## src/hw/rtl/lfcf_pkg.sv

```systemverilog
// Shared types and constants for the letter/digit command framer.
package lfcf_pkg;

  // Bytes in one frame: one command byte and the rest decimal digits.
  localparam int FRAME_BYTES_DEF = 6;
  // Entries in the queue between framer and decoder.
  localparam int QUEUE_DEPTH = 2;

  localparam int VALUE_W = 17;
  localparam int DIGIT_W = 4;

  localparam logic [7:0] CHAR_ZERO = 8'h30;
  localparam logic [7:0] CHAR_NINE = 8'h39;

  localparam logic [7:0] CMD_RESET    = 8'h4B; // K
  localparam logic [7:0] CMD_SPEED    = 8'h53; // S
  localparam logic [7:0] CMD_RESOL    = 8'h52; // R
  localparam logic [7:0] CMD_PLUS     = 8'h2B; // +
  localparam logic [7:0] CMD_MINUS    = 8'h2D; // -
  localparam logic [7:0] CMD_LIGHT    = 8'h41; // A
  localparam logic [7:0] CMD_INFRARED = 8'h4C; // L
  localparam logic [7:0] CMD_GATHER   = 8'h47; // G
  localparam logic [7:0] CMD_DEBUG    = 8'h4A; // J
  localparam logic [7:0] CMD_DISTANCE = 8'h50; // P
  localparam logic [7:0] CMD_QM       = 8'h4D; // M, also sleep count
  localparam logic [7:0] CMD_QN       = 8'h4E; // N, also sleep wake
  localparam logic [7:0] CMD_QB       = 8'h42;
  localparam logic [7:0] CMD_QC       = 8'h43;
  localparam logic [7:0] CMD_QD       = 8'h44;
  localparam logic [7:0] CMD_QE       = 8'h45;
  localparam logic [7:0] CMD_QF       = 8'h46;
  localparam logic [7:0] CMD_QH       = 8'h48;
  localparam logic [7:0] CMD_QI       = 8'h49;
  localparam logic [7:0] CMD_QQ       = 8'h51;
  localparam logic [7:0] CMD_STREAM   = 8'h4F; // O

  localparam logic [3:0] ACT_RESET      = 4'd0;
  localparam logic [3:0] ACT_SPEED      = 4'd1;
  localparam logic [3:0] ACT_RESOLUTION = 4'd2;
  localparam logic [3:0] ACT_LIMIT      = 4'd3;
  localparam logic [3:0] ACT_LIGHT      = 4'd4;
  localparam logic [3:0] ACT_INFRARED   = 4'd5;
  localparam logic [3:0] ACT_GATHER     = 4'd6;
  localparam logic [3:0] ACT_DEBUG      = 4'd7;
  localparam logic [3:0] ACT_DISTANCE   = 4'd8;
  localparam logic [3:0] ACT_QUERY      = 4'd9;
  localparam logic [3:0] ACT_STREAM     = 4'd10;
  localparam logic [3:0] ACT_NONE       = 4'd11;

  localparam logic signed [4:0] SLEEP_MAX  = 5'sd15;
  localparam logic signed [4:0] SLEEP_WAKE = -5'sd1;
  localparam logic signed [4:0] SLEEP_ONE  = 5'sd1;

  // One completed frame handed from framer to decoder.
  typedef struct packed {
    logic [7:0]         cmd;
    logic [VALUE_W-1:0] value;
    logic [DIGIT_W-1:0] digit;
    logic               port;
  } frame_t;

endpackage

```

## src/hw/rtl/lfcf_front.sv

```systemverilog
// Per-port framers: collect command byte and digits, emit completed frames.
module lfcf_front
  import lfcf_pkg::*;
#(
  parameter int FRAME_BYTES = FRAME_BYTES_DEF
) (
  input  logic       clk,
  input  logic       rst_n,
  input  logic       in_valid,
  output logic       in_ready,
  input  logic [7:0] in_rx_byte,
  input  logic       in_port,
  output logic       push,
  output frame_t     push_frame,
  input  logic       queue_ready
);

  localparam int CNT_W = $clog2(FRAME_BYTES + 1);

  logic [CNT_W-1:0]   cnt_r [2];
  logic [7:0]         cmd_r [2];
  logic [VALUE_W-1:0] val_r [2];

  logic               accept;
  logic               is_digit;
  logic               start;
  logic [DIGIT_W-1:0] digit;
  logic [CNT_W-1:0]   cur_cnt;
  logic [CNT_W-1:0]   cnt_nxt;
  logic [VALUE_W-1:0] val_nxt;
  logic               done;

  assign in_ready = queue_ready;
  assign accept   = in_valid && in_ready;

  always_comb begin
    cur_cnt  = cnt_r[in_port];
    is_digit = (in_rx_byte >= CHAR_ZERO) && (in_rx_byte <= CHAR_NINE);
    digit    = DIGIT_W'(in_rx_byte - CHAR_ZERO);
    // first byte of a frame, or a non-digit restarts with this byte as command
    start    = (cur_cnt == '0) || !is_digit;
    cnt_nxt  = start ? CNT_W'(1) : cur_cnt + CNT_W'(1);
    val_nxt  = start ? '0
                     : (val_r[in_port] << 3) + (val_r[in_port] << 1)
                       + VALUE_W'(digit);
    done     = (cnt_nxt == CNT_W'(FRAME_BYTES));
  end

  assign push             = accept && done;
  assign push_frame.cmd   = cmd_r[in_port];
  assign push_frame.value = val_nxt;
  assign push_frame.digit = digit;
  assign push_frame.port  = in_port;

  always_ff @(posedge clk) begin
    if (!rst_n) begin
      cnt_r[0] <= '0;
      cnt_r[1] <= '0;
    end else if (accept) begin
      cnt_r[in_port] <= done ? '0 : cnt_nxt;
    end
  end

  always_ff @(posedge clk) begin
    if (accept) begin
      if (start) begin
        cmd_r[in_port] <= in_rx_byte;
      end
      val_r[in_port] <= val_nxt;
    end
  end

endmodule

```

## src/hw/rtl/lfcf_queue.sv

```systemverilog
// Short frame queue between framer and decoder.
module lfcf_queue
  import lfcf_pkg::*;
(
  input  logic   clk,
  input  logic   rst_n,
  input  logic   push,
  input  frame_t push_frame,
  output logic   push_ready,
  output logic   pop_valid,
  output frame_t pop_frame,
  input  logic   pop
);

  localparam int PTR_W = (QUEUE_DEPTH > 1) ? $clog2(QUEUE_DEPTH) : 1;
  localparam int CNT_W = $clog2(QUEUE_DEPTH + 1);

  frame_t           mem_r [QUEUE_DEPTH];
  logic [PTR_W-1:0] wr_r, rd_r;
  logic [CNT_W-1:0] cnt_r;

  function automatic logic [PTR_W-1:0] ptr_inc(input logic [PTR_W-1:0] p);
    ptr_inc = (p == PTR_W'(QUEUE_DEPTH - 1)) ? '0 : p + PTR_W'(1);
  endfunction

  assign push_ready = (cnt_r != CNT_W'(QUEUE_DEPTH));
  assign pop_valid  = (cnt_r != '0);
  assign pop_frame  = mem_r[rd_r];

  always_ff @(posedge clk) begin
    if (!rst_n) begin
      wr_r  <= '0;
      rd_r  <= '0;
      cnt_r <= '0;
    end else begin
      if (push) begin
        wr_r <= ptr_inc(wr_r);
      end
      if (pop) begin
        rd_r <= ptr_inc(rd_r);
      end
      if (push && !pop) begin
        cnt_r <= cnt_r + CNT_W'(1);
      end else if (pop && !push) begin
        cnt_r <= cnt_r - CNT_W'(1);
      end
    end
  end

  always_ff @(posedge clk) begin
    if (push) begin
      mem_r[wr_r] <= push_frame;
    end
  end

endmodule

```

## src/hw/rtl/lfcf_back.sv

```systemverilog
// Frame decoder, shared sleep counter and result register.
module lfcf_back
  import lfcf_pkg::*;
(
  input  logic               clk,
  input  logic               rst_n,
  input  logic               pop_valid,
  input  frame_t             pop_frame,
  output logic               pop,
  output logic               out_valid,
  input  logic               out_ready,
  output logic [3:0]         out_action,
  output logic signed [17:0] out_value,
  output logic [3:0]         out_query_kind,
  output logic signed [4:0]  out_sleep_level,
  output logic               out_from_port
);

  logic                valid_r;
  logic signed [4:0]   sleep_r;
  logic signed [4:0]   sleep_nxt;
  logic [3:0]          act_nxt;
  logic signed [17:0]  val_nxt;
  logic [3:0]          qk_nxt;
  logic signed [17:0]  sval;

  logic [3:0]          act_r;
  logic signed [17:0]  val_r;
  logic [3:0]          qk_r;
  logic signed [4:0]   lvl_r;
  logic                port_r;

  // take a frame whenever the result slot is empty or being drained
  assign pop = pop_valid && (!valid_r || out_ready);

  always_comb begin
    sleep_nxt = sleep_r;
    if (pop_frame.cmd != CMD_QM && sleep_r == SLEEP_ONE) begin
      sleep_nxt = '0;
    end
    if (pop_frame.cmd == CMD_QM) begin
      if (sleep_r < SLEEP_MAX) begin
        sleep_nxt = sleep_r + 5'sd1;
      end
    end else if (pop_frame.cmd == CMD_QN) begin
      sleep_nxt = SLEEP_WAKE;
    end
  end

  always_comb begin
    sval    = signed'({1'b0, pop_frame.value});
    act_nxt = ACT_NONE;
    val_nxt = '0;
    qk_nxt  = '0;
    unique case (pop_frame.cmd)
      CMD_RESET:    act_nxt = ACT_RESET;
      CMD_SPEED:    begin act_nxt = ACT_SPEED;      val_nxt = sval;  end
      CMD_RESOL:    begin act_nxt = ACT_RESOLUTION; val_nxt = sval;  end
      CMD_PLUS:     begin act_nxt = ACT_LIMIT;      val_nxt = sval;  end
      CMD_MINUS:    begin act_nxt = ACT_LIMIT;      val_nxt = -sval; end
      CMD_LIGHT:    begin act_nxt = ACT_LIGHT;      val_nxt = sval;  end
      CMD_INFRARED: begin
        act_nxt = ACT_INFRARED;
        // digit 0 turns off, 1 turns on, anything else keeps
        if (pop_frame.digit == 4'd0) begin
          val_nxt = 18'sd1;
        end else if (pop_frame.digit == 4'd1) begin
          val_nxt = 18'sd2;
        end
      end
      CMD_GATHER:   begin act_nxt = ACT_GATHER;     val_nxt = sval;  end
      CMD_DEBUG:    act_nxt = ACT_DEBUG;
      CMD_DISTANCE: begin act_nxt = ACT_DISTANCE;   val_nxt = sval;  end
      CMD_QM:       begin act_nxt = ACT_QUERY; qk_nxt = 4'd0; end
      CMD_QN:       begin act_nxt = ACT_QUERY; qk_nxt = 4'd1; end
      CMD_QB:       begin act_nxt = ACT_QUERY; qk_nxt = 4'd2; end
      CMD_QC:       begin act_nxt = ACT_QUERY; qk_nxt = 4'd3; end
      CMD_QD:       begin act_nxt = ACT_QUERY; qk_nxt = 4'd4; end
      CMD_QE:       begin act_nxt = ACT_QUERY; qk_nxt = 4'd5; end
      CMD_QF:       begin act_nxt = ACT_QUERY; qk_nxt = 4'd6; end
      CMD_QH:       begin act_nxt = ACT_QUERY; qk_nxt = 4'd7; end
      CMD_QI:       begin act_nxt = ACT_QUERY; qk_nxt = 4'd8; end
      CMD_QQ:       begin act_nxt = ACT_QUERY; qk_nxt = 4'd9; end
      CMD_STREAM:   begin
        // stream is honored on the second port only
        if (pop_frame.port) begin
          act_nxt = ACT_STREAM;
        end
      end
      default:      act_nxt = ACT_NONE;
    endcase
  end

  always_ff @(posedge clk) begin
    if (!rst_n) begin
      valid_r <= 1'b0;
      sleep_r <= '0;
    end else begin
      if (pop) begin
        valid_r <= 1'b1;
        sleep_r <= sleep_nxt;
      end else if (out_ready) begin
        valid_r <= 1'b0;
      end
    end
  end

  always_ff @(posedge clk) begin
    if (pop) begin
      act_r  <= act_nxt;
      val_r  <= val_nxt;
      qk_r   <= qk_nxt;
      lvl_r  <= sleep_nxt;
      port_r <= pop_frame.port;
    end
  end

  assign out_valid       = valid_r;
  assign out_action      = act_r;
  assign out_value       = val_r;
  assign out_query_kind  = qk_r;
  assign out_sleep_level = lvl_r;
  assign out_from_port   = port_r;

endmodule

```

## src/hw/rtl/letter_digit_command_framer.sv

```systemverilog
// Top level of the two-port letter/digit command framer.
//
// Input channel (in_valid/in_ready): one received serial byte per beat,
// in_rx_byte, tagged with its source port in_port. Each port frames one
// command byte followed by FRAME_BYTES-1 decimal digits; a non-digit after
// the command byte restarts that port's frame with the byte as new command.
// Result channel (out_valid/out_ready): one beat per completed frame with
// the decoded action, signed value, query kind, shared sleep level and port.
// Throughput: one input beat per cycle while the queue has room. A completing
// byte is written into the two-entry frame queue in its accept cycle; the
// decoder takes it from the queue once the result slot is empty or being
// drained, and registers the result. The sleep counter is updated by the
// decoder when it takes a frame.
// When the receiver stalls, the result register holds, the queue fills, and
// in_ready drops once the queue is full; bytes are never dropped.
// Reset (rst_n low, synchronous) empties both framers, the queue and the
// result register, and clears the sleep counter to zero.
module letter_digit_command_framer
  import lfcf_pkg::*;
#(
  parameter int FRAME_BYTES = FRAME_BYTES_DEF
) (
  input  logic               clk,
  input  logic               rst_n,
  input  logic               in_valid,
  output logic               in_ready,
  input  logic [7:0]         in_rx_byte,
  input  logic               in_port,
  output logic               out_valid,
  input  logic               out_ready,
  output logic [3:0]         out_action,
  output logic signed [17:0] out_value,
  output logic [3:0]         out_query_kind,
  output logic signed [4:0]  out_sleep_level,
  output logic               out_from_port
);

  logic   push;
  frame_t push_frame;
  logic   queue_ready;
  logic   pop_valid;
  frame_t pop_frame;
  logic   pop;

  lfcf_front #(
    .FRAME_BYTES (FRAME_BYTES)
  ) u_front (
    .clk         (clk),
    .rst_n       (rst_n),
    .in_valid    (in_valid),
    .in_ready    (in_ready),
    .in_rx_byte  (in_rx_byte),
    .in_port     (in_port),
    .push        (push),
    .push_frame  (push_frame),
    .queue_ready (queue_ready)
  );

  lfcf_queue u_queue (
    .clk        (clk),
    .rst_n      (rst_n),
    .push       (push),
    .push_frame (push_frame),
    .push_ready (queue_ready),
    .pop_valid  (pop_valid),
    .pop_frame  (pop_frame),
    .pop        (pop)
  );

  lfcf_back u_back (
    .clk             (clk),
    .rst_n           (rst_n),
    .pop_valid       (pop_valid),
    .pop_frame       (pop_frame),
    .pop             (pop),
    .out_valid       (out_valid),
    .out_ready       (out_ready),
    .out_action      (out_action),
    .out_value       (out_value),
    .out_query_kind  (out_query_kind),
    .out_sleep_level (out_sleep_level),
    .out_from_port   (out_from_port)
  );

endmodule
```

## config.mk

```make
export PLATFORM = sky130hd
export DESIGN_NAME = letter_digit_command_framer
export DESIGN_NICKNAME = d
export VERILOG_FILES = /design/src/hw/rtl/lfcf_pkg.sv /design/src/hw/rtl/lfcf_front.sv /design/src/hw/rtl/lfcf_queue.sv /design/src/hw/rtl/lfcf_back.sv /design/src/hw/rtl/letter_digit_command_framer.sv
export SDC_FILE = /design/constraint.sdc
export NUM_CORES = 1
export LEC_CHECK = 0
export BUFFER_PORTS_ARGS = -buffer_cell sky130_fd_sc_hd__buf_2
export CAP_MARGIN = 15
export CORE_ASPECT_RATIO = 0.6
export CORE_MARGIN = 2
export CORE_UTILIZATION = 30
export DETAILED_ROUTE_END_ITERATION = 16
export GPL_TIMING_DRIVEN = 1
export PLACE_DENSITY = 0.54
export SYNTH_ARGS = -nofsm -noshare
export SYNTH_HDL_FRONTEND = slang
export SYNTH_HIERARCHICAL = 1
export SYNTH_SLANG_ARGS = --single-unit
```

## constraint.sdc

```tcl
create_clock -name clk -period 4 [get_ports clk]
set_clock_uncertainty 0.05 [all_clocks]
set_input_delay 0.8 -clock clk [delete_from_list [all_inputs] [get_ports clk]]
set_output_delay 0.8 -clock clk [all_outputs]
set_load 0.005 [all_outputs]
```

# == Yosys cells after proc, flatten, opt, wreduce, memory -nomap -nowiden ==
# Memories as Yosys holds them, arrays and structs flattened. A register that Yosys moved wholly into a read port is not among the register bits.
# Index checks and enable logic that the tools add are counted.
# word_totals
register_bits,42
out_inout_bits,34
memories,4
input_bits,13
wordCells,109
ram_bits,116
# memory_table
name,depth,width,rd,rd_ports_with_merged_regs,wr,line,source
u_queue.mem_r,2,30,1,1,1,lfcf_queue.sv:18,frame_t mem_r [QUEUE_DEPTH];
u_front.val_r,2,17,1,0,1,lfcf_front.sv:22,logic [VALUE_W-1:0] val_r [2];
u_front.cmd_r,2,8,1,0,1,lfcf_front.sv:21,logic [7:0] cmd_r [2];
u_front.cnt_r,2,3,1,0,2,lfcf_front.sv:20,logic [CNT_W-1:0] cnt_r [2];
# op_classes
n_mux,34
n_reduce_logical,22
n_eq_ne,26
add_sub_neg,10
n_lt_le_gt_ge,3
# op_table
operator,n
"equality test 8 x 7 -> 1 bit, second input constant",19
one-hot mux 18 bit (3 select lines),1
one-hot mux 4 bit (11 select lines),1
one-hot mux 4 bit (9 select lines),1
two-way mux 5 bit,4
two-way mux 1 bit,19
two-way mux 18 bit,1
negator 17 -> 18 bit,1
adder 17 bit,1
adder 17 x 4 -> 17 bit,1
two-way mux 17 bit,1
"equality test 8 x 6 -> 1 bit, second input constant",2
OR reduction 10 bit,1
two-way mux 3 bit,3
">= comparator 8 x 6 -> 1 bit, second input constant",1
"<= comparator 8 x 6 -> 1 bit, second input constant",1
"!= test 8 x 7 -> 1 bit, second input constant",1
logical AND 1 bit,7
two-way mux 2 bit,3
nonzero test 2 bit,3
OR reduction 6 bit,1
"adder 5 x 2 -> 5 bit, second input constant",1
"equality test 5 x 2 -> 1 bit, second input constant",1
"< comparator 5 bit, second input constant",1
other kinds (14),19

# == Depth between registers and ports, before layout ==
# Gate-level depths: netlist of run 1.
# logic_depth
word_depth,11
mapped_depth,12
depth_no_buf,10

# == Hierarchy ==
# Netlist of run 1, hierarchy kept.
# by_module_without_submodules
mod,area_each_um2,n_inst,cells_each
lfcf_front,3129.3,1,249
lfcf_back,2404.8,1,251
lfcf_queue,2373.5,1,115

# == Least setup slack after synthesis of run 1 ==
# No wires, ideal clock.
# synth_timing
path_kind,in2reg
start,input in_port
end,"memory u_queue/mem_r[0][0] (netlist name), enable pin"
slack_ps,-236
setup_ps,422
t_arrival_ps,3764
cell_stages,8
cell_sequence,buf_2 buf_2 mux2i_1 ha_1 a211oi_4 nand2_1 nor3_1 nor2b_1
# synth_via
elab_chain_cells,8
word_cells_on_any_way,9
# synth_rtl
item,line,source
"start, declared",letter_digit_command_framer.sv:28,"input logic in_port,"
memory (2 x 3 bit) (*),--,
branches (longest 2 deep; another with adder 3 x 1 -> 3 bit),--,
two-way mux 3 bit (*),lfcf_front.sv:42,cnt_nxt = start ? CNT_W'(1) : cur_cnt + CNT_W'(1);
equality test 3 bit (*),lfcf_front.sv:46,done = (cnt_nxt == CNT_W'(FRAME_BYTES));
logical AND 1 bit (*),lfcf_front.sv:49,assign push = accept && done;
net push,letter_digit_command_framer.sv:38,logic push;
two-way mux 1 bit (*),lfcf_queue.sv:51,if (push) begin
two-way mux 1 bit (implied by the code) (*),lfcf_queue.sv:52,mem_r[wr_r] <= push_frame;
"end, declared",lfcf_queue.sv:18,
# Mark *: on every way through the listed nets, which the timed path passes.

==> reports/qor.txt, run 1 <==
Largest stage delay, worst path - 0.43 ns
Netlist cell types - 73
initial antenna violation count - 0
antenna cells - 0
pin count of the biggest net entering global routing - 39
Synth Flop Type - edfxtp_1
first-pass GRT wire length - 27100 um
vias in the first global route - 4421
Worst-Skew Late Latency - 0.43 ns
headroom to the max-slew limit - 48.2%
simple-gate portion of the synthesized area - 11.9%
Pre-Repair DR Iteration Count - 5
Syn Inst Count - 615
Post-Synth XOR/XNOR Area - 1.50%
Port Buffers - 46
cell row count - 45
post-CTS setup buffer count - 0
mux contribution to synthesized area - 8.80%
main combinational cell family by area after synthesis - simple AND/OR/NAND/NOR gates
Static Leakage - 3.35 nW
clk slew on worst S/H paths - 0.07 ns
GRT overflow - 0
slowest stage cell, crit path - fa_1
Clock Tree Root - clkbuf_16
WP data arrival - 3.64 ns
drt first-iter violations - 368
Pwr per Cell Area - 526 nW/um^2
DR vias/cell - 4.88
max_cap viols - 0
Area growth, synth to finish - 16.8%
dominant cells by area after synthesis - edfxtp_1 55%, ha_1 5.4%, mux2_1 4.3%, mux2_2 3.1%, dfxtp_1 2.8%
worst-path fanout max - 7
DR vias - 5072
Mean Syn Cell Area - 12.9 sq um
worst-margin pin slew - 0.772 ns
VDD IR max - 290 uV
WP data required - 4.17 ns
final net count - 723
Hold Violations, Final - 0
adder-cell share of the synthesized area - 5.89%
compound-gate portion of the synthesized area - 10.5%
Die Area - 27700 sq um
post-CTS sizing - 0
CP Class - input port to register
Tmin final - 3.47 ns
Post-synth EDFFs - 146
global-route usage over all layers - 13.4%
commonest non-fill, non-tap cell in the layout - edfxtp_1
DRC Markers - 0
YS warnings - 6
total clock sinks - 157
critical path launch point type - input port
Netlist Area Pre-Place - 7910 sq um
detailed placement HPWL - 12800 um
status - complete, no violations
Initial Util - 30.9%
Final Util - 36.1%
commonest cells after routing, fill and taps aside - 146 x edfxtp_1, 46 x buf_2, 34 x nor2_1, 34 x ha_1, 31 x nand2_1
cts hold-fix bufs - 0
# H-tree levels - 4
setup violators final - 0
Crit. End Element - register
R2R setup slack - 0.83 ns
share of post-route cells with drive strength above 1 - 20.1%
Routed Antenna Nets - 0
share of the synthesized area in the top cell type - 55.4%
core footprint - 25600 sq um
worst-case clock buffer depth - 2
Slew Viols, Final - 0
CTS tree - yes
HP Class - register to register
Inserted Clock Buffers - 17
unrepaired setup endpoints after global routing - no
WL/cell - 17.3 um
Seq/Total Area, Yosys - 58.2%
DIE WIDTH - 214 um
Post-Syn Nets - 664
final wirelength - 17900 um
Max Freq - 288 MHz
Ports - 47
TNS Setup - 0 ns
Synth Register Bits - 157
cell taking the most area after synthesis - edfxtp_1
Die Y - 130 um
GP Congestion - 0.828
async set-or-reset flop fraction in the synthesized netlist - 0%
crit path cell chain - buf_2 > mux2_2 > ha_1 > ha_1 > fa_1 > a211oi_1 > o21ai_0 > a21oi_1 > o21ai_0 > mux2i_1
fin crit share - 86.7%
==> path summary, 6_finish.rpt <==
check             depth (start not counted)                    to        startpoint
hold reg to reg                           2      u_queue/cnt_r[1]  u_queue/cnt_r[1]
setup / recovery                         10  u_front/val_r[0][14]           in_port
setup reg to reg                          6  u_back/out_value[14]          register
hold / removal                            2      u_queue/cnt_r[1]  u_queue/cnt_r[1]
==> logic make-up after synthesis <==
| kind of cell | Yosys count |
|---|---|
| AO/OA/AOI/OAI | 121 |
| XOR/XNOR | 12 |
| adder cells (fa/ha/maj) | 36 |
| buffers and inverters | 53 |
| flip-flops | 157 |
| multiplexers | 63 |
| AND/OR/NAND/NOR | 173 |
==> where the power goes <==
group,switching (W),internal (W),total [W]
combinational,0.000648,0.000443,0.00109
clock,0.000747,0.000893,0.00164
sequential,0.0000698,0.00206,0.00213
total,0.00146,0.00339,0.00486
==> registers in the layout, indices dropped and copies added (netlist names), named ones only <==
register,cells
u_queue/rd_r,1
u_queue/mem_r,60
u_back/out_value,18
u_back/out_query_kind,4
u_front/val_r,32
u_queue/wr_r,1
u_back/out_from_port,1
u_front/cnt_r,6
u_front/cmd_r,16
u_back/sleep_r,5
u_back/out_sleep_level,5
u_back/out_valid,1
u_back/out_action,4
u_queue/cnt_r,2
==> critical path, delay by kind of cell <==
kind                     cells  cell delay, ns
multiplexers                 2            0.69
buffers and inverters        1            0.22
AO/OA/AOI/OAI                4            0.99
adder cells (fa/ha/maj)      3            0.94
==> through the flow <==
step	cells	area, sq um	hold WS, ns	total power [W]	setup slack (ns)
6_report	1039	9240	0.455	0.00486	0.531
3_5_place_dp	1007	8640	0.446	0.00326	0.104
3_3_place_gp	1007	8640	0.441	0.00326	0.125
5_1_grt	1039	9240	0.507	0.00513	0.301
4_1_cts	1039	9240	0.461	0.00491	0.543
2_1_floorplan	615	7910	0.415	0.00286	0.327
==> synth_stat cells (5+ instances only) <==
cell type,count
edfxtp_1,146
ha_1,34
nor2_1,34
nand2_1,31
a21oi_1,30
mux2_1,30
inv_1,25
mux2_2,22
o21ai_0,19
nand3_1,16
nor3_1,14
and2_1,12
nand2b_1,12
buf_2,11
dfxtp_1,11
mux2i_1,11
a31oi_1,10
clkbuf_1,8
nor2b_1,8
or3_1,8
a21o_1,7
buf_4,6
nand4_1,6
xor2_1,6
a211o_1,5
a211oi_1,5
o211ai_1,5
xnor2_1,5
==> per-layer routing <==
layer | track usage (%) | part of all wire [%]
met1 | 23.2 | 60
met2 | 15.3 | 34
met3 | 3.18 | 5.1
met4 | 3.43 | 0.79
met5 | 0 | 0
==> layout make-up <==
| class | instances | area, sq um |
|---|---|---|
| Sequential cell | 157 | 4600 |
| Clock inverter | 15 | 171 |
| Inverter | 25 | 93.8 |
| Tap cell | 352 | 440 |
| Timing Repair Buffer | 68 | 445 |
| Clock buffer | 17 | 425 |
| Fill cell | 2522 | 16300 |
| Multi-Input combinational cell | 405 | 3060 |
(Power assumes the default switching activity.)
==> run 2, diff against run 1 <==
Settings changed: ABC_AREA set to 1, TNS_END_PERCENT set to 30.
==> reports/qor.txt, run 2 <==
status - complete, no violations
share of post-route cells with drive strength above 1 - 16.0% (-4.1 points)
async set-or-reset flop fraction in the synthesized netlist - 0% (unchanged)
Clock Tree Root - clkbuf_16
initial antenna violation count - 0 (unchanged)
final net count - 954 (+32%)
post-CTS sizing - 0 (unchanged)
CTS tree - yes
crit path cell chain - buf_2 > buf_4 > o21ai_1 > fa_1 > inv_1 > fa_1 > nand3_1 > nand3_1 > nand2_1 > nand2_1 > nand2_1 > nor3b_1
setup violators final - 0 (unchanged)
Int Pwr - 0.00355 W (+4.6%)
critical path launch point type - input port
dpl ws - 0.369 ns (+0.266 ns)
Clk pwr share - 30.9% (-2.9 points)
slowest stage cell, crit path - fa_1
clk slew on worst S/H paths - 0.07 ns (about the same)
worst-case clock buffer depth - 2 (unchanged)
DRC Markers - 0 (unchanged)
pin count of the biggest net entering global routing - 39 (unchanged)
Setup WS post-layout - 0.797 ns (+0.265 ns)
switching share of power - 33.5% (+3.4 points)
Routed Antenna Nets - 0 (unchanged)
most used cell, CP - nand2_1
global-route usage over all layers - 13.5% (+0.12 points)
CP Class - input port to register
max reg flops - 60 (unchanged)
Worst-Skew Late Latency - 0.43 ns (about the same)
Worst Hold Launch - u_queue/rd_r
Area growth, synth to finish - 14.5%
vias in the first global route - 5010 (+13%)
synth cell count leaders - 242 x nand2_1, 146 x edfxtp_1, 97 x inv_1
WL/cell - 14.9 um (-14%)
YS warnings - 6 (unchanged)
max_cap viols - 0 (unchanged)
Layout Cells excl Fill - 1278 (+23%)
HP Class - register to register
detailed placement HPWL - 13900 um (+9.3%)
Static Leakage - 4.17 nW (+25%)
Pre-Repair DR Iteration Count - 7 (+2)
FF-to-FF End - u_front/val_r[0][11]
dominant cells by area after synthesis - edfxtp_1 53%, nand2_1 11%, mux2_4 5.5%, ha_1 5.2%, inv_1 4.4%
Inserted Clock Buffers - 17 (unchanged)
Synth Flop Type - edfxtp_1
NetSw - 0.00179 W (+22%)
Post-Syn Nets - 899 (+35%)
dpl cells - 1246 (+24%)
drt first-iter violations - 584 (+59%)
commonest cells after routing, fill and taps aside - 242 x nand2_1, 146 x edfxtp_1, 97 x inv_1
first-pass GRT wire length - 29400 um (+8.7%)
Largest stage delay, worst path - 0.53 ns (+0.10 ns)
Initial Util - 30.9% (-0.075 points)
Ports - 47 (unchanged)
Hold Violations, Final - 0 (unchanged)
headroom to the max-slew limit - 49.2% (+1.0 points)
WP data arrival - 3.34 ns (-0.30 ns)
post-CTS setup buffer count - 0 (unchanged)
count leader, synth - nand2_1
Max Freq - 312 MHz (+8.3%)
cts hold-fix bufs - 0 (unchanged)
Logic pwr share - 27.1% (+4.6 points)
total clock sinks - 157 (unchanged)
commonest non-fill, non-tap cell in the layout - nand2_1
CP top delay family - adder cells
core footprint - 26800 sq um (+4.7%)
Slew Viols, Final - 0 (unchanged)
final wirelength - 19000 um (+6.1%)
antenna cells - 0 (unchanged)
FILL cells - 2703 (+7.2%)
Die Area - 28900 sq um (+4.3%)
worst-path fanout max - 32 (+25)
DR vias - 5853 (+15%)
# H-tree levels - 4 (unchanged)
WP data required - 4.14 ns (-0.03 ns)
DR vias/cell - 4.58 (-6.2%)
Hold EP - u_queue/rd_r
cell taking the most area after synthesis - edfxtp_1
Netlist cell types - 35 (-52%)
fin crit share - 80.1% (-6.6 points)
Syn Inst Count - 850 (+38%)
Synth Register Bits - 157 (unchanged)
share of the synthesized area in the top cell type - 53.1% (-2.4 points)
worst r2r src - u_front/val_r[1][2]
part of the power in registers - 42.0% (-1.8 points)
TNS Setup - 0 ns (unchanged)
unrepaired setup endpoints after global routing - no
Largest Register - u_queue/mem_r
GRT overflow - 0 (unchanged)
Die Y - 133 um (+2.1%)
r2r worst-path depth - 14 (+8)
Hold WS - 0.451 ns (-0.00409 ns)
Post-synth EDFFs - 146 (unchanged)
Seq/Total Area, Yosys - 55.7% (-2.5 points)
Crit. End Element - register
Tmin final - 3.20 ns (-0.265 ns)
VDD IR max - 231 uV (-20%)
DIE WIDTH - 218 um (+2.2%)
Buf/Inv on CP - 3 (+2)
Netlist Area Pre-Place - 8260 sq um (+4.4%)
GP Congestion - 0.900 (+8.7%)
hold depth - 2 (unchanged)
Port Buffers - 46 (unchanged)
cell row count - 46 (+2.2%)
Pwr per Cell Area - 565 nW/um^2 (+7.4%)
worst-margin pin slew - 0.759 ns (-0.0123 ns)
Mean Syn Cell Area - 9.72 sq um (-24%)
R2R setup slack - 1.12 ns (+0.29 ns)
## run 2: cell count changes after synthesis, moves of 12 or more
cell and change:
inv_1 +72, mux2_1 -30, mux2_2 -22, mux2_4 +30
nand2_1 +211, nand2b_1 -12, nand3_1 +42, nor2_1 +58
## run 2: cell type report
class,instances,area (sq um),area share [%]
clock inverter,15,171,1.81
inverter,105,394,4.17
sequential,157,4610,48.7
tap,360,450,4.76
multi-input combinational,568,3100,32.8
timing repair buffer,56,305,3.23
clock buffer,17,425,4.50
## run 2: power by group through the flow
stage	Combinational (W)	Clock, W	Sequential [W]
2_1_floorplan	0.00102	0	0.00227
3_3_place_gp	0.00144	0	0.00228
3_5_place_dp	0.00145	0	0.00228
4_1_cts	0.00145	0.00168	0.00225
5_1_grt	0.00163	0.00176	0.00228
6_report	0.00145	0.00165	0.00224
## run 2: cells by family after synthesis
family	count (synthesis)	synth area share, %
adder cells (fa/ha/maj)	36	5.64
AO/OA/AOI/OAI	65	4.06
flip-flops	157	55.7
buffers and inverters	125	6.73
AND/OR/NAND/NOR	432	21.8
XOR/XNOR	5	0.530
multiplexers	30	5.45
## run 2: worst min-delay path, delay by kind of cell (launching register included)
| kind | cells | cell delay (ns) |
|---|---|---|
| and+or+nand+nor | 2 | 0.14 |
| DFF | 1 | 0.33 |
## run 2: worst max path at each step
stage | startpoint | endpoint | slack [ns] | cells past startpoint
5_1_grt | in_port | u_queue/mem_r[1][15] | 0.58 | 12
3_5_place_dp | in_port | u_queue/mem_r[1][15] | 0.37 | 12
2_1_floorplan | in_port | u_queue/mem_r[0][0] | 0.24 | 10
3_3_place_gp | in_port | u_queue/mem_r[0][15] | 0.41 | 12
4_1_cts | in_port | u_queue/mem_r[1][15] | 0.81 | 12
6_report | in_port | u_queue/mem_r[1][15] | 0.80 | 12
## run 2: metrics by stage
| stage | cell area, sq um | total power [W] | utilization, % |
|---|---|---|---|
| 6_report | 9450 | 0.00534 | 35.3 |
| 5_1_grt | 9450 | 0.00566 | 35.3 |
| 4_1_cts | 9450 | 0.00538 | 35.3 |
| 3_5_place_dp | 8860 | 0.00373 | 33.1 |
| 3_3_place_gp | 8860 | 0.00372 | 33.1 |
| 2_1_floorplan | 8260 | 0.00329 | - |
## run 2: per-layer routing
metal  wire [um]  global-route usage, %  up-vias
li1            -                      -     2939
met1       10700                   23.1     2707
met2        6740                   15.5      191
met3        1420                   3.01       16
met4         213                   4.42        0
met5           0                      0        -
==> run 3, diff against run 2 <==
Settings changed: ABC_AREA 1 to 0.
Clock period 4 ns to 2.78 ns, I/O delays scaled along.
==> reports/qor.txt, run 3 (synthesis gave the netlist of run 1 again) <==
status - complete, but fails checks
violated checks - negative setup slack
cts hold-fix bufs - 0 (unchanged)
Crit. End Element - register
Largest Register - u_queue/mem_r
DR vias/cell - 4.96 (+8.3%)
DIE WIDTH - 214 um (-2.1%)
Clock Tree Root - clkbuf_16
GP Congestion - 0.867 (-3.7%)
Static Leakage - 3.67 nW (-12%)
crit path cell chain - buf_8 > buf_6 > mux2i_4 > fa_1 > inv_2 > ha_4 > a21o_1 > nand3_2 > a211o_4 > a31o_4 > mux2i_4
Buf/Inv on CP - 3 (unchanged)
VDD IR max - 275 uV (+19%)
GRT overflow - 0 (unchanged)
Max Freq - 355 MHz
core footprint - 25600 sq um (-4.5%)
initial antenna violation count - 0 (unchanged)
Inserted Clock Buffers - 17 (unchanged)
pin count of the biggest net entering global routing - 39 (unchanged)
CTS tree - yes
worst-path fanout max - 4 (-88%)
most used cell, CP - mux2i_4
Pre-Repair DR Iteration Count - 5 (-2)
WL/cell - 17.1 um (+15%)
WP data arrival - 2.93 ns (-0.41 ns)
Area growth, synth to finish - 27.3%
Pwr per Cell Area - 734 nW/um^2 (+30%)
worst-case clock buffer depth - 2 (unchanged)
CP top delay family - compound AO/OA/AOI/OAI gates
total clock sinks - 157 (unchanged)
CP Class - input port to register
Slew Viols, Final - 0 (unchanged)
worst-margin pin slew - 0.633 ns (-0.126 ns)
Die Y - 130 um (-2.1%)
final net count - 787 (-18%)
clk slew on worst S/H paths - 0.07 ns (about the same)
unrepaired setup endpoints after global routing - yes
Port Buffers - 46 (unchanged)
dpl ws - -0.609 ns (-0.978 ns)
cell row count - 45 (-2.2%)
Setup WS post-layout - -0.0359 ns (-0.833 ns)
WP data required - 2.89 ns (-1.25 ns)
Layout Cells excl Fill - 1103 (-14%)
antenna cells - 0 (unchanged)
first-pass GRT wire length - 29400 um (+0.12%)
Largest stage delay, worst path - 0.53 ns (about the same)
critical path launch point type - input port
Ports - 47 (unchanged)
Die Area - 27700 sq um (-4.2%)
setup violators final - 4 (+4)
commonest cells after routing, fill and taps aside - 146 x edfxtp_1, 80 x buf_4, 45 x buf_2
Hold WS - 0.295 ns (-0.156 ns)
Worst-Skew Late Latency - 0.42 ns (about the same)
drt first-iter violations - 412 (-29%)
final wirelength - 18900 um (-0.67%)
share of post-route cells with drive strength above 1 - 33.4% (+17 points)
Routed Antenna Nets - 0 (unchanged)
Initial Util - 30.9% (+0.075 points)
headroom to the max-slew limit - 57.8% (+8.6 points)
max_cap viols - 0 (unchanged)
HP Class - input port to register
max reg flops - 60 (unchanged)
global-route usage over all layers - 13.9% (+0.44 points)
vias in the first global route - 5355 (+6.9%)
Tmin final - 2.82 ns
dpl cells - 1060 (-15%)
Hold Violations, Final - 0 (unchanged)
DRC Markers - 0 (unchanged)
commonest non-fill, non-tap cell in the layout - edfxtp_1
DR vias - 5473 (-6.5%)
# H-tree levels - 4 (unchanged)
detailed placement HPWL - 13600 um (-2.7%)
slowest stage cell, crit path - fa_1
fin crit share - 101%
run 3: cell types whose count changed in the layout (fill, tap and decap cells not counted), sizes merged, moves of 12 or more:
cell    delta
nand3     -42
o21ai     -13
nor2      -62
mux2      +22
nand2b    +12
nand2    -218
buf       +75
inv       -81
run 3: layer usage:
layer / part of all wire (%) / vias to the layer above / track usage [%]
met2: 41 / 151 / 19.3
met4: 0.71 / 0 / 3.68
met3: 4.8 / 11 / 2.86
li1: - / 2609 / -
met5: 0 / - / 0
met1: 53 / 2702 / 21.8
run 3: stage by stage:
step / power, W / TNS [ns] / instance area (sq um) / utilization [%]
finish: 0.00739 / -0.132 / 10100 / 39.4
global route: 0.00778 / -0.959 / 10100 / 39.4
CTS: 0.00735 / -0.591 / 9900 / 38.7
detailed placement: 0.00497 / -37.22 / 9130 / 35.7
global placement: 0.00491 / -33.01 / 9130 / 35.7
floorplan: 0.00418 / -6.64 / 8050 / -
run 3: layout make-up:
type | count | area, sq um
Sequential cell | 157 | 4600
Clock buffer | 19 | 464
Timing Repair Buffer | 131 | 915
Inverter | 25 | 93.8
Multi-Input combinational cell | 406 | 3430
Fill cell | 2428 | 15500
Clock inverter | 13 | 119
Tap cell | 352 | 440
run 3: worst paths after layout:
check        cells past startpoint  slack [ns]                    to                start
max reg2reg                      8        0.01  u_queue/mem_r[0][18]  u_front/val_r[1][1]
min                              1        0.30   u_front/cmd_r[1][4]        in_rx_byte[4]
max                             11       -0.04  u_queue/mem_r[0][18]              in_port
min reg2reg                      2        0.46      u_back/out_valid     u_back/out_valid
run 3: repair_timing:
item,in CTS,in global routing
setup endpoints to repair,38,100
pin swaps,13,15
gates cloned,0,1
resized for setup,23,33
setup buffers,7,3
run 3: report_power, final:
group / internal, W / switching (W) / total (W)
Combinational: 0.000927 / 0.00113 / 0.00206
Clock: 0.00126 / 0.00102 / 0.00228
Sequential: 0.00296 / 0.0000929 / 0.00305
